[config.mk]
export PLATFORM = sky130hd
export DESIGN_NAME = weighted_dark_centroid
export DESIGN_NICKNAME = d
export VERILOG_FILES = /design/src/rtl/wdc_pkg.sv /design/src/rtl/wdc_div.sv /design/src/rtl/wdc_dp.sv /design/src/rtl/wdc_ctrl.sv /design/src/rtl/weighted_dark_centroid.sv
export SDC_FILE = /design/constraint.sdc
export NUM_CORES = 2
export LEC_CHECK = 0
export ABC_AREA = 1
export BUFFER_PORTS_ARGS = -buffer_cell sky130_fd_sc_hd__buf_2
export CORE_MARGIN = 3
export CORE_UTILIZATION = 55
export DETAILED_ROUTE_END_ITERATION = 6
export GPL_TIMING_DRIVEN = 0
export PLACE_DENSITY = 0.7
export SETUP_SLACK_MARGIN = 0.02
export SYNTH_ARGS = -nofsm -noshare
export SYNTH_HDL_FRONTEND = slang
export SYNTH_SLANG_ARGS = --single-unit
export TNS_END_PERCENT = 5
[constraint.sdc]
create_clock -name clk -period 13 [get_ports clk]
set_input_delay 2.6 -clock clk [delete_from_list [all_inputs] [get_ports clk]]
set_output_delay 2.6 -clock clk [all_outputs]
set_load 0.005 [all_outputs]
[src/rtl/wdc_pkg.sv]
package wdc_pkg;

	// Fixed field widths
	localparam int CFG_W = 11;
	localparam int PIX_W = 16;
	localparam int OUT_W = 10;

	// Configuration register indexes
	localparam int REG_IDX_W = 1;
	localparam logic [REG_IDX_W-1:0] REG_FRAME_WIDTH  = 1'b0;
	localparam logic [REG_IDX_W-1:0] REG_FRAME_HEIGHT = 1'b1;

	localparam logic [CFG_W-1:0] DIM_RESET = 11'd512;

	// Controller states, one-hot
	typedef enum logic [7:0] {
		ST_RUN     = 8'b0000_0001,
		ST_FLUSH1  = 8'b0000_0010,
		ST_FLUSH2  = 8'b0000_0100,
		ST_CHECK   = 8'b0000_1000,
		ST_ROW_DIV = 8'b0001_0000,
		ST_COL_DIV = 8'b0010_0000,
		ST_SPARE_A = 8'b0100_0000,
		ST_SPARE_B = 8'b1000_0000
	} state_t;

	// Controller to datapath
	typedef struct packed {
		logic accept;      // pixel request taken this cycle
		logic div_start;   // load divider
		logic div_col;     // divider dividend: column moment
		logic cap_row;     // latch row quotient
		logic emit_quot;   // present quotients, clear sums
		logic emit_center; // present frame centre, clear sums
	} cmd_t;

	// Datapath to controller
	typedef struct packed {
		logic frame_end;   // current position is the last pixel of the frame
		logic wt_zero;     // weight sum is zero
		logic div_done;    // divider quotient ready
	} status_t;

endpackage

[src/rtl/wdc_div.sv]
module wdc_div #(
	parameter int DVD_W = 45,
	parameter int DVS_W = 35,
	parameter int Q_W   = 10
) (
	input  logic             clk,
	input  logic             arst_n,
	input  logic             start,
	input  logic [DVD_W-1:0] dividend,
	input  logic [DVS_W-1:0] divisor,
	output logic             done,
	output logic [Q_W-1:0]   quotient
);

	localparam int CNT_W = $clog2(Q_W + 1);

	logic             active_q;
	logic             done_q;
	logic [CNT_W-1:0] cnt_q;
	logic [DVD_W-1:0] rem_q;
	logic [DVD_W-1:0] dsh_q;
	logic [Q_W-1:0]   quo_q;
	logic             ge;
	logic [DVD_W-1:0] diff;

	// One quotient bit per cycle, restoring
	assign ge   = rem_q >= dsh_q;
	assign diff = rem_q - dsh_q;

	// Control
	always_ff @(posedge clk or negedge arst_n) begin
		if (!arst_n) begin
			active_q <= 1'b0;
			done_q   <= 1'b0;
			cnt_q    <= '0;
		end else begin
			done_q <= 1'b0;
			if (start) begin
				active_q <= 1'b1;
				cnt_q    <= CNT_W'(Q_W);
			end else if (active_q) begin
				cnt_q <= cnt_q - CNT_W'(1);
				if (cnt_q == CNT_W'(1)) begin
					active_q <= 1'b0;
					done_q   <= 1'b1;
				end
			end
		end
	end

	// Remainder, shifted divisor, quotient
	always_ff @(posedge clk) begin
		if (start) begin
			rem_q <= dividend;
			dsh_q <= DVD_W'(divisor) << (Q_W - 1);
			quo_q <= '0;
		end else if (active_q) begin
			if (ge) begin
				rem_q <= diff;
			end
			dsh_q <= dsh_q >> 1;
			quo_q <= (quo_q << 1) | Q_W'(ge);
		end
	end

	assign done     = done_q;
	assign quotient = quo_q;

endmodule

[src/rtl/wdc_dp.sv]
module wdc_dp #(
	parameter int MAX_DIM   = 1024,
	parameter int FRAC_BITS = 14
) (
	input  logic                                 clk,
	input  logic                                 arst_n,
	input  wdc_pkg::cmd_t                        cmd,
	output wdc_pkg::status_t                     status,
	input  logic signed [wdc_pkg::PIX_W-1:0]     pixel_value,
	input  logic                                 cfg_we,
	input  logic [wdc_pkg::REG_IDX_W-1:0]        cfg_index,
	input  logic [wdc_pkg::CFG_W-1:0]            cfg_data,
	output logic [wdc_pkg::OUT_W-1:0]            centroid_row,
	output logic [wdc_pkg::OUT_W-1:0]            centroid_col,
	output logic                                 no_weight,
	output logic                                 done
);

	import wdc_pkg::*;

	localparam int DIM_W = $clog2(MAX_DIM);
	localparam int EW    = $clog2(MAX_DIM + 1);
	localparam int CMP_W = (EW > CFG_W) ? EW : CFG_W;
	localparam int WGT_W = FRAC_BITS + 1;
	localparam int PRD_W = WGT_W + DIM_W;
	localparam int WT_W  = WGT_W + 2 * DIM_W;
	localparam int MOM_W = WT_W + DIM_W;
	localparam int PW    = (FRAC_BITS + 2 > PIX_W) ? FRAC_BITS + 2 : PIX_W;
	localparam logic [PW-1:0] ONE_PW = PW'(1) << FRAC_BITS;

	logic [CFG_W-1:0] width_q;
	logic [CFG_W-1:0] height_q;
	logic [EW-1:0]    eff_w;
	logic [EW-1:0]    eff_h;
	logic [DIM_W-1:0] col_q;
	logic [DIM_W-1:0] row_q;
	logic             row_end;
	logic             frame_end;
	logic [PW-1:0]    pix_ext;
	logic [PW-1:0]    pix_diff;
	logic [WGT_W-1:0] wgt;

	logic             valid_s1;
	logic [WGT_W-1:0] wgt_s1;
	logic [DIM_W-1:0] row_s1;
	logic [DIM_W-1:0] col_s1;
	logic             valid_s2;
	logic [WGT_W-1:0] wgt_s2;
	logic [PRD_W-1:0] prod_r_s2;
	logic [PRD_W-1:0] prod_c_s2;

	logic [WT_W-1:0]  wt_q;
	logic [MOM_W-1:0] rowm_q;
	logic [MOM_W-1:0] colm_q;

	logic             div_done;
	logic [DIM_W-1:0] quot;
	logic [OUT_W+DIM_W-1:0] quot_ext;
	logic [OUT_W+EW-1:0]    half_w_ext;
	logic [OUT_W+EW-1:0]    half_h_ext;

	logic [OUT_W-1:0] row_out_q;
	logic [OUT_W-1:0] col_out_q;
	logic             nw_q;
	logic             done_q;

	// Configuration registers
	always_ff @(posedge clk or negedge arst_n) begin
		if (!arst_n) begin
			width_q  <= DIM_RESET;
			height_q <= DIM_RESET;
		end else if (cfg_we) begin
			case (cfg_index)
				REG_FRAME_WIDTH:  width_q  <= cfg_data;
				REG_FRAME_HEIGHT: height_q <= cfg_data;
				default: ;
			endcase
		end
	end

	// Effective dimensions, clamped to 1..MAX_DIM
	always_comb begin
		if (width_q == '0) begin
			eff_w = EW'(1);
		end else if (CMP_W'(width_q) > CMP_W'(MAX_DIM)) begin
			eff_w = EW'(MAX_DIM);
		end else begin
			eff_w = EW'(width_q);
		end
		if (height_q == '0) begin
			eff_h = EW'(1);
		end else if (CMP_W'(height_q) > CMP_W'(MAX_DIM)) begin
			eff_h = EW'(MAX_DIM);
		end else begin
			eff_h = EW'(height_q);
		end
	end

	// Raster position
	assign row_end   = EW'(col_q) >= eff_w - EW'(1);
	assign frame_end = row_end && (EW'(row_q) >= eff_h - EW'(1));

	always_ff @(posedge clk or negedge arst_n) begin
		if (!arst_n) begin
			col_q <= '0;
			row_q <= '0;
		end else if (cmd.accept) begin
			if (frame_end) begin
				col_q <= '0;
				row_q <= '0;
			end else if (row_end) begin
				col_q <= '0;
				row_q <= row_q + DIM_W'(1);
			end else begin
				col_q <= col_q + DIM_W'(1);
			end
		end
	end

	// Darkness weight: zero for negative or saturated pixels
	assign pix_ext  = PW'(pixel_value[PIX_W-2:0]);
	assign pix_diff = ONE_PW - pix_ext;
	assign wgt = (pixel_value[PIX_W-1] || (pix_ext > ONE_PW)) ? '0 : pix_diff[WGT_W-1:0];

	// Stage 1: weight and position
	always_ff @(posedge clk or negedge arst_n) begin
		if (!arst_n) begin
			valid_s1 <= 1'b0;
			valid_s2 <= 1'b0;
		end else begin
			valid_s1 <= cmd.accept;
			valid_s2 <= valid_s1;
		end
	end

	always_ff @(posedge clk) begin
		wgt_s1 <= wgt;
		row_s1 <= row_q;
		col_s1 <= col_q;
	end

	// Stage 2: moment products
	always_ff @(posedge clk) begin
		wgt_s2    <= wgt_s1;
		prod_r_s2 <= PRD_W'(wgt_s1) * PRD_W'(row_s1);
		prod_c_s2 <= PRD_W'(wgt_s1) * PRD_W'(col_s1);
	end

	// Exact running sums
	always_ff @(posedge clk or negedge arst_n) begin
		if (!arst_n) begin
			wt_q   <= '0;
			rowm_q <= '0;
			colm_q <= '0;
		end else if (cmd.emit_quot || cmd.emit_center) begin
			wt_q   <= '0;
			rowm_q <= '0;
			colm_q <= '0;
		end else if (valid_s2) begin
			wt_q   <= wt_q + WT_W'(wgt_s2);
			rowm_q <= rowm_q + MOM_W'(prod_r_s2);
			colm_q <= colm_q + MOM_W'(prod_c_s2);
		end
	end

	// Shared divider for both moments
	wdc_div #(
		.DVD_W(MOM_W),
		.DVS_W(WT_W),
		.Q_W  (DIM_W)
	) u_div (
		.clk     (clk),
		.arst_n  (arst_n),
		.start   (cmd.div_start),
		.dividend(cmd.div_col ? colm_q : rowm_q),
		.divisor (wt_q),
		.done    (div_done),
		.quotient(quot)
	);

	assign quot_ext   = (OUT_W + DIM_W)'(quot);
	assign half_w_ext = (OUT_W + EW)'(eff_w >> 1);
	assign half_h_ext = (OUT_W + EW)'(eff_h >> 1);

	// Result registers
	always_ff @(posedge clk or negedge arst_n) begin
		if (!arst_n) begin
			done_q <= 1'b0;
		end else begin
			done_q <= cmd.emit_quot || cmd.emit_center;
		end
	end

	always_ff @(posedge clk) begin
		if (cmd.cap_row) begin
			row_out_q <= quot_ext[OUT_W-1:0];
		end else if (cmd.emit_center) begin
			row_out_q <= half_h_ext[OUT_W-1:0];
		end
		if (cmd.emit_quot) begin
			col_out_q <= quot_ext[OUT_W-1:0];
			nw_q      <= 1'b0;
		end else if (cmd.emit_center) begin
			col_out_q <= half_w_ext[OUT_W-1:0];
			nw_q      <= 1'b1;
		end
	end

	assign status.frame_end = frame_end;
	assign status.wt_zero   = (wt_q == '0);
	assign status.div_done  = div_done;

	assign centroid_row = row_out_q;
	assign centroid_col = col_out_q;
	assign no_weight    = nw_q;
	assign done         = done_q;

endmodule

[src/rtl/wdc_ctrl.sv]
module wdc_ctrl (
	input  logic             clk,
	input  logic             arst_n,
	input  logic             start,
	output logic             busy,
	input  wdc_pkg::status_t status,
	output wdc_pkg::cmd_t    cmd
);

	import wdc_pkg::*;

	state_t state_q;
	state_t state_d;

	// Next state and commands
	always_comb begin
		state_d = state_q;
		cmd     = '0;
		case (state_q)
			ST_RUN: begin
				cmd.accept = start;
				if (start && status.frame_end) begin
					state_d = ST_FLUSH1;
				end
			end
			ST_FLUSH1: begin
				state_d = ST_FLUSH2;
			end
			ST_FLUSH2: begin
				state_d = ST_CHECK;
			end
			ST_CHECK: begin
				if (status.wt_zero) begin
					cmd.emit_center = 1'b1;
					state_d         = ST_RUN;
				end else begin
					cmd.div_start = 1'b1;
					state_d       = ST_ROW_DIV;
				end
			end
			ST_ROW_DIV: begin
				if (status.div_done) begin
					cmd.cap_row   = 1'b1;
					cmd.div_start = 1'b1;
					cmd.div_col   = 1'b1;
					state_d       = ST_COL_DIV;
				end
			end
			ST_COL_DIV: begin
				if (status.div_done) begin
					cmd.emit_quot = 1'b1;
					state_d       = ST_RUN;
				end
			end
			default: begin
				state_d = ST_RUN;
			end
		endcase
	end

	always_ff @(posedge clk or negedge arst_n) begin
		if (!arst_n) begin
			state_q <= ST_RUN;
		end else begin
			state_q <= state_d;
		end
	end

	assign busy = (state_q != ST_RUN);

endmodule

[src/rtl/weighted_dark_centroid.sv]
// Darkness-weighted centroid of one frame. Pixels stream in raster order, one
// request per cycle while busy is low. After the last pixel of a frame busy
// stays high through the flush states FLUSH1 and FLUSH2, the check state and
// the shared restoring divider, which produces one quotient bit per cycle,
// first for the row moment and then for the column moment; a frame with zero
// total weight skips the divider. The result appears on centroid_row,
// centroid_col and no_weight for exactly one cycle with done high; it is not
// held, so the receiver must take it in that cycle.
// Frame size registers are meant to be written between frames.
module weighted_dark_centroid #(
	parameter int MAX_DIM   = 1024,
	parameter int FRAC_BITS = 14
) (
	input  logic                                clk,
	input  logic                                arst_n,
	input  logic                                start,
	output logic                                busy,
	input  logic signed [wdc_pkg::PIX_W-1:0]    pixel_value,
	input  logic                                cfg_we,
	input  logic [wdc_pkg::REG_IDX_W-1:0]       cfg_index,
	input  logic [wdc_pkg::CFG_W-1:0]           cfg_data,
	output logic                                done,
	output logic [wdc_pkg::OUT_W-1:0]           centroid_row,
	output logic [wdc_pkg::OUT_W-1:0]           centroid_col,
	output logic                                no_weight
);

	import wdc_pkg::*;

	cmd_t    cmd;
	status_t status;

	wdc_ctrl u_ctrl (
		.clk   (clk),
		.arst_n(arst_n),
		.start (start),
		.busy  (busy),
		.status(status),
		.cmd   (cmd)
	);

	wdc_dp #(
		.MAX_DIM  (MAX_DIM),
		.FRAC_BITS(FRAC_BITS)
	) u_dp (
		.clk         (clk),
		.arst_n      (arst_n),
		.cmd         (cmd),
		.status      (status),
		.pixel_value (pixel_value),
		.cfg_we      (cfg_we),
		.cfg_index   (cfg_index),
		.cfg_data    (cfg_data),
		.centroid_row(centroid_row),
		.centroid_col(centroid_col),
		.no_weight   (no_weight),
		.done        (done)
	);

endmodule

==> flow_summary.json <==
{
  "reg2reg_setup_slack_ps": 7160,
  "drv_cap": 0,
  "layout.cells.non_filler": 5382,
  "worst-slew-pin-transition_ps": 1040,
  "min_period_ps": 5840,
  "rr_worst_depth": 18,
  "ioPinCount": 55,
  "ys_ff_latch": 402,
  "cts_resized": 0,
  "cts_buffers": 47,
  "rr_endpoint": "u_dp.prod_r_s2[24]",
  "yosys.area.top_type": "dfrtp_1",
  "insertion_delay_ps": 600,
  "cts_tree": "built",
  "drtAntennaViolNets": 0,
  "synth_flop_cell": "dfrtp_1",
  "initial_utilization_pct": 55.8,
  "endpoint_kind": "register",
  "drive_gt1_share_pct": 5.48,
  "grt_antenna_before_repair": 4,
  "ir_drop_mv": 0.104,
  "vias": 29900,
  "synth_async_sr_flop_share_pct": 45.3,
  "grt_pass1_wl_mm": 160,
  "yosysSeqAreaShare_pct": 29.5,
  "worstSetupStartpointType": "register",
  "netlist_instances": 4454,
  "slew_headroom_pct": 30.1,
  "grt_max_degree": 110,
  "path_max_fanout": 10,
  "place_hpwl_mm": 82.7,
  "cts.clk_slew.worst_paths_ps": 60,
  "core_area_um2": 60600,
  "drc": 0,
  "cp-endpoint": "u_dp.prod_r_s2[24]",
  "final-hold-violation-count": 0,
  "syn-cell-area_um2": 33800,
  "pwr_density_cell_nw_per_um2": 90.1,
  "grt_setup_unrepaired": "false",
  "slew_viol_final": 0,
  "wl_per_cell_um": 19.3,
  "rr_startpoint": "u_dp.row_s1[1]",
  "synth_cell_types": 64,
  "die_area_um2": 64500,
  "synth_most_common_cell": "nand2_1",
  "synth_edf_count": 100,
  "cts_setup_buffers": 0,
  "first_global_vias": 28200,
  "avgViaCountPerCell": 5.56,
  "yosysWarnings": 0,
  "finalPower_w": 0.00331,
  "track_usage_pct": 32.2,
  "fp.dieH_um": 254,
  "hp-class": "register to register",
  "grt-ovfl-total": 0,
  "fp.dieW_um": 254,
  "fin_worst_skew_ps": 20.0,
  "holdBufCountCts": 0,
  "synth_top_cell_area_share_pct": 13.3,
  "dp_cells": 5292,
  "max_freq_mhz": 171,
  "num_rows": 90,
  "arrival_ps": 6330,
  "routed_wl_mm": 104,
  "root_buffer": "clkbuf_16",
  "syn2layout_area_growth_pct": 8.64,
  "netlist_top_cells_count": "nand2_1, inv_1, nor2_1",
  "htree_levels": 2,
  "synth_nets": 4950,
  "critPathKind": "register to register",
  "clk_path_buf_depth": 3,
  "cp.required_ps": 13500,
  "leakagePower_nw": 19.6,
  "setup_tns_ps": 0,
  "setup.worst_path.start": "u_dp.row_s1[1]",
  "nFillCells": 5649,
  "cts_sinks": 402,
  "post-route-period-util_pct": 44.9,
  "drt_pre_antenna_iters": 6,
  "status": "complete, no violations",
  "whs_ps": 357,
  "portBuffers": 54,
  "place_congestion": 0.983,
  "nets": 5055,
  "final-setup-viol-count": 0,
  "drtIter0Drc": 2819,
  "synth.area.top_cells": "dfrtp_1, fa_1, nand2_1, ha_1, edfxtp_1",
  "post_synth.cell_area_avg_um2": 7.59
}
[sequential cells by signal, indices dropped and copies added (netlist names), 11 cells and up]
name and cells:
u_dp.colm_q 45, u_dp.height_q 11, u_dp.prod_c_s2 25, u_dp.prod_r_s2 25
u_dp.rowm_q 45, u_dp.u_div.dsh_q 44, u_dp.u_div.rem_q 45, u_dp.wgt_s1 15
u_dp.wgt_s2 15, u_dp.width_q 11, u_dp.wt_q 35
[power by group]
group	switching, W	internal (W)	leakage [nW]	total, W
Clock	0.000570	0.000799	0.790	0.00137
Sequential	0.0000309	0.00133	4.11	0.00136
Combinational	0.000367	0.000209	14.7	0.000577
[cell families (layout without fill, tap and decap cells)]
kind of cell / after synthesis / in the layout / share of synthesized area (%)
fa+ha+maj: 464 / 464 / 21.8
simple gates: 1764 / 1764 / 21.7
other cells: 0 / 2 / 0
flops: 402 / 402 / 29.5
compound gates: 743 / 743 / 12.4
buf+inv: 924 / 1068 / 10.5
xor+xnor: 157 / 157 / 4.07
[metrics by stage]
step	setup WS, ps	cell area [um2]	util, %
floorplan	8150	33800	-
global placement	5850	35000	57.8
detailed placement	7270	35100	57.9
CTS	7230	36700	60.6
global route	6910	36700	60.6
finish	7160	36700	60.6
[area by class of cell]
type | instances | area [um2] | share of cell area (%)
well taps | 782 | 978 | 2.67
plain buffers | 125 | 558 | 1.52
inverters | 799 | 3000 | 8.17
multi-input cells | 3128 | 20300 | 55.2
flip-flops and latches | 402 | 9960 | 27.1
repair buffers | 56 | 328 | 0.893
clock inverters | 23 | 243 | 0.661
diodes | 2 | 5.00 | 0.0136
clock buffers | 65 | 1360 | 3.70
[routing by layer]
layer  GRT usage [%]  up-vias  wire [um]
met4            13.6        2       5020
met3            3.90      230       6940
met5               0        -         12
li1                -    14500          -
met2            50.8     1081      46200
met1            45.0    14100      45600
[cells in the final DEF, fill, tap and decap left out, types with 28 or more instances in the layout]
master and instances:
nand2_1 1046, inv_1 785, nor2_1 344, o21ai_0 292, ha_1 256, a21oi_1 252
fa_1 208, nand3_1 182, dfrtp_1 179, dfxtp_1 120, xor2_1 100, edfxtp_1 100
buf_2 90, clkbuf_1 82, nand4_1 60, nor3_1 60, xnor2_1 57, clkbuf_16 49
a21o_1 30, o22ai_1 29, nor4_1 28
[critical path: stages (launching register included)]
cell,delay (ps)
dfxtp_1,660
clkbuf_1,490
nand2_1,160
fa_1,560
inv_1,50
fa_1,480
fa_1,520
fa_1,500
inv_1,60
fa_1,490
inv_1,50
ha_1,360
nand2_1,110
nor4_1,450
nand4_1,200
nand3_1,180
nand4_1,100
nand3_1,100
xor2_1,220
[worst min path at each step]
stage                        startpoint       endpoint  cells past startpoint
after floorplan           u_dp.valid_s1  u_dp.valid_s2                      0
after global placement    u_dp.valid_s1  u_dp.valid_s2                      0
after detailed placement  u_dp.valid_s1  u_dp.valid_s2                      0
after CTS                 u_dp.valid_s1  u_dp.valid_s2                      0
after global routing      u_dp.valid_s1  u_dp.valid_s2                      0
final                     u_dp.valid_s1  u_dp.valid_s2                      0
No activity file was read; power rests on OpenSTA's default activity.
